==> src/rtl/core/hpbfp_ram.sv <==
`default_nettype none
module hpbfp_ram #(
    parameter int WIDTH = 8,
    parameter int DEPTH = 256
) (
    input  wire logic                     clk,
    input  wire logic                     we,
    input  wire logic [$clog2(DEPTH)-1:0] waddr,
    input  wire logic [WIDTH-1:0]         wdata,
    input  wire logic [$clog2(DEPTH)-1:0] raddr,
    output logic      [WIDTH-1:0]         rdata
);

    logic [WIDTH-1:0] mem [DEPTH];

    always_ff @(posedge clk)
    begin
        if (we)
        begin
            mem[waddr] <= wdata;
        end
        rdata <= mem[raddr];
    end

endmodule
`default_nettype wire

==> config.mk <==
export PLATFORM = sky130hd
export DESIGN_NAME = hpbfp_ram
export DESIGN_NICKNAME = d
export VERILOG_FILES = /design/src/rtl/core/hpbfp_ram.sv
export SDC_FILE = /design/constraint.sdc
export NUM_CORES = 2
export LEC_CHECK = 0
export BUFFER_PORTS_ARGS = -buffer_cell sky130_fd_sc_hd__buf_4
export CAP_MARGIN = 10
export CORE_MARGIN = 2
export CORE_UTILIZATION = 65
export DETAILED_ROUTE_END_ITERATION = 12
export PLACE_DENSITY_LB_ADDON = 0.15
export SLEW_MARGIN = 10
export SYNTH_ARGS = -nofsm -noshare
export SYNTH_HDL_FRONTEND = slang
export SYNTH_SLANG_ARGS = --single-unit
==> constraint.sdc <==
create_clock -name clk -period 5.3 [get_ports clk]
set_clock_uncertainty 0.2 [all_clocks]
set_input_delay 1.06 -clock clk [delete_from_list [all_inputs] [get_ports clk]]
set_output_delay 1.06 -clock clk [all_outputs]
set_load 0.005 [all_outputs]
==> metrics <==
Die W 354 um; area growth from synthesis to layout 10.4%; initial drt markers around 6200; Slew HR 23.2%; max_cap viols 0; Mean Syn Cell Area 21.3 um^2; #FFs+latches synth 2056; DRC Markers 0; Synth cell types 55; Placed Area 81900 um^2; period utilization a little under three quarters; M1 GR Usage between 40% and 50%; Min-Delay Path Class in -> reg; layout cell share with drive strength beyond 1 22.3%; clock tree buffer depth 3; setup tns final 0 ns; final setup violating endpoints 0; Die H approximately 350 um; kind of critical path in -> reg; hold buffer count at cts 0; routability cong. around 0.88; Req. time, crit path 5.76 ns; CTS tree built; mapped cell area 79600 um^2; fraction of registers with async set/reset 0%; Peak VDD IR 0.389 mV; dominant cell type by area after synthesis edfxtp_1; worst stage delay on the critical path around 0.97 ns; wire per inst 34.1 um; Least-Margin Pin Slew 1.14 ns; first-pass GRT wire length 279000 um; Worst Setup Start Kind input port; Rows 128; Peak Freq 263 MHz; CP arrival 4.26 ns; All-Layer GR Usage 31.4%; crit path buf inv count 4; insertion delay to the later sink of the worst-skew pair roughly 0.83 ns; CP max FO 61; Ys Warns 0; Core Region roughly 120000 um^2; number of synthesized flops with an enable pin 2048; clk sinks 2056; post-detail-place hpwl 118000 um; CTS H-tree lvls 4; commonest non-fill, non-tap cell in the layout edfxtp_1; initial core utilization approximately two thirds; total number of vias 39689; total setup buffers inserted after CTS 0; RSZ-0062 raised after global routing false; ANT nets after route 0; syn_nets around 3800; largest net degree at the start of global routing 160; sequential fraction of the synthesis area 77.5%; Tmin final 3.80 ns; nature of the critical path endpoint flip-flop; Congestion Overflow GR 0; CP delay by family, top simple AND/OR/NAND/NOR gates; vias in the first global route 39909; commonest cells after routing, fill and taps aside edfxtp_1, mux4_2, nor2_1; met3 Resource Use GR around 6.4%; Num CTS Buffers 196; Final Hold Viols 0; run status complete, no violations; crit path max-delay cell type nor4_1; CP Cell Sequence buf_8, buf_12, buf_4, buf_4, mux4_2, o211ai_1, nand3_1, nor4_1, nor4_1; top cells by area, synth edfxtp_1, mux4_2, mux2i_1; initial antenna violation count 7; post-layout util 72.3%; final max-slew violation count 0; CTS clk-pin slew, worst paths roughly 0.06 ns; cts repair resizes 0; Yosys top cell area share 77.3%; design area 87900 um^2; final wirelength 193000 um; Lkg Pwr 0.0271 uW; routing usage on met2 49.1%; drt first pass iters 6; final net count 3900; vias per cell 7.01; Mapped Cells 3733; pwr dens 372 nW/um^2; full die area approximately 130000 um^2; ys flop type edfxtp_1; Most Crowded Layer GR met2; number of port buffers 33; boundary pin count 34; CTS root buf clkbuf_16
## final cells by class
type / count / area (um^2)
Antenna cell: 5 / 12.5
Clock buffer: 252 / 5210
Clock inverter: 105 / 741
Fill cell: 6770 / 33700
Inverter: 2 / 7.51
Multi-Input combinational cell: 1442 / 16500
Sequential cell: 2056 / 61700
Tap cell: 1625 / 2030
Timing Repair Buffer: 176 / 1700
## registers in the layout, indices dropped and copies added (netlist names)
name,count
rdata,8
mem,2048
## cell families after synthesis
group                  after synthesis  share of synthesized area (%)
flip-flops                        2056                           77.5
AO/OA/AOI/OAI                      385                           3.42
multiplexers                       591                           14.6
AND/OR/NAND/NOR                    466                           2.63
buffers and inverters              235                           1.83
## path summary, 6_finish.rpt
path | from | to | slack [ns] | depth (start not counted)
worst max-delay path | raddr[1] | rdata[4]$_DFF_P_ | 1.50 | 9
worst min-delay path | wdata[5] | mem[75][5]$_DFFE_PP_ | 0.65 | 1
worst max register to register | mem[63][7]$_DFFE_PP_ | rdata[7]$_DFF_P_ | 2.49 | 6
worst min register to register | mem[42][6]$_DFFE_PP_ | rdata[6]$_DFF_P_ | 0.85 | 5
## worst register-to-register path: cells and delay by family, from the launching register on
kind	cells	cell delay, ns
mux	1	0.21
flops	1	0.37
compound gates	2	0.44
simple gates	3	1.43
## where the power goes
group	switching, uW	total, uW	internal [uW]
Sequential	25.7	18000	17900
Combinational	1070	1640	573
Clock	5830	13100	7260
Total	6920	32700	25800
## per-stage QoR
| stage | std cells | hold slack [ns] | total power [uW] | worst slack (ns) |
|---|---|---|---|---|
| 6_report | 5663 | 0.645 | 32700 | 1.50 |
| 3_5_place_dp | 5301 | 0.829 | 19900 | 0.731 |
| 5_1_grt | 5661 | 0.673 | 33400 | 1.49 |
| 2_1_floorplan | 3733 | 0.570 | 19200 | 2.10 |
| 4_1_cts | 5658 | 0.623 | 32800 | 1.61 |
| 3_3_place_gp | 5299 | 0.812 | 19900 | 0.0208 |
## synthesized netlist by cell type (2+ instances only)
library cell,instances
o221ai_1,46
buf_6,21
mux4_2,454
nand3b_1,2
buf_12,8
nand2b_1,8
buf_8,13
a311oi_1,2
nor3_1,22
o22a_1,5
a31oi_1,2
mux4_1,2
clkbuf_1,111
nand3_1,34
mux2i_1,134
nor4_2,3
a22oi_1,133
o211ai_1,10
nand2_1,33
a22o_1,8
buf_4,27
o32ai_1,4
edfxtp_1,2048
nor2b_1,31
a2111oi_1,2
a2111oi_0,2
nor4_1,24
o21ai_1,2
a21oi_1,96
buf_2,31
a211oi_1,16
nand4_1,10
and3b_1,2
dfxtp_1,8
nor2_1,282
o22ai_1,28
or2_2,4
buf_1,22
a221oi_1,13
and2_1,6
o21ai_0,10
## routing by layer
layer / up-vias / part of all wire [%]
li1: 15984 / -
met3: 411 / 11
met4: 2 / 4.4
met2: 2626 / 48
met1: 20666 / 36
met5: - / 0.0067
Note: power is estimated with default switching activity, not from simulation.
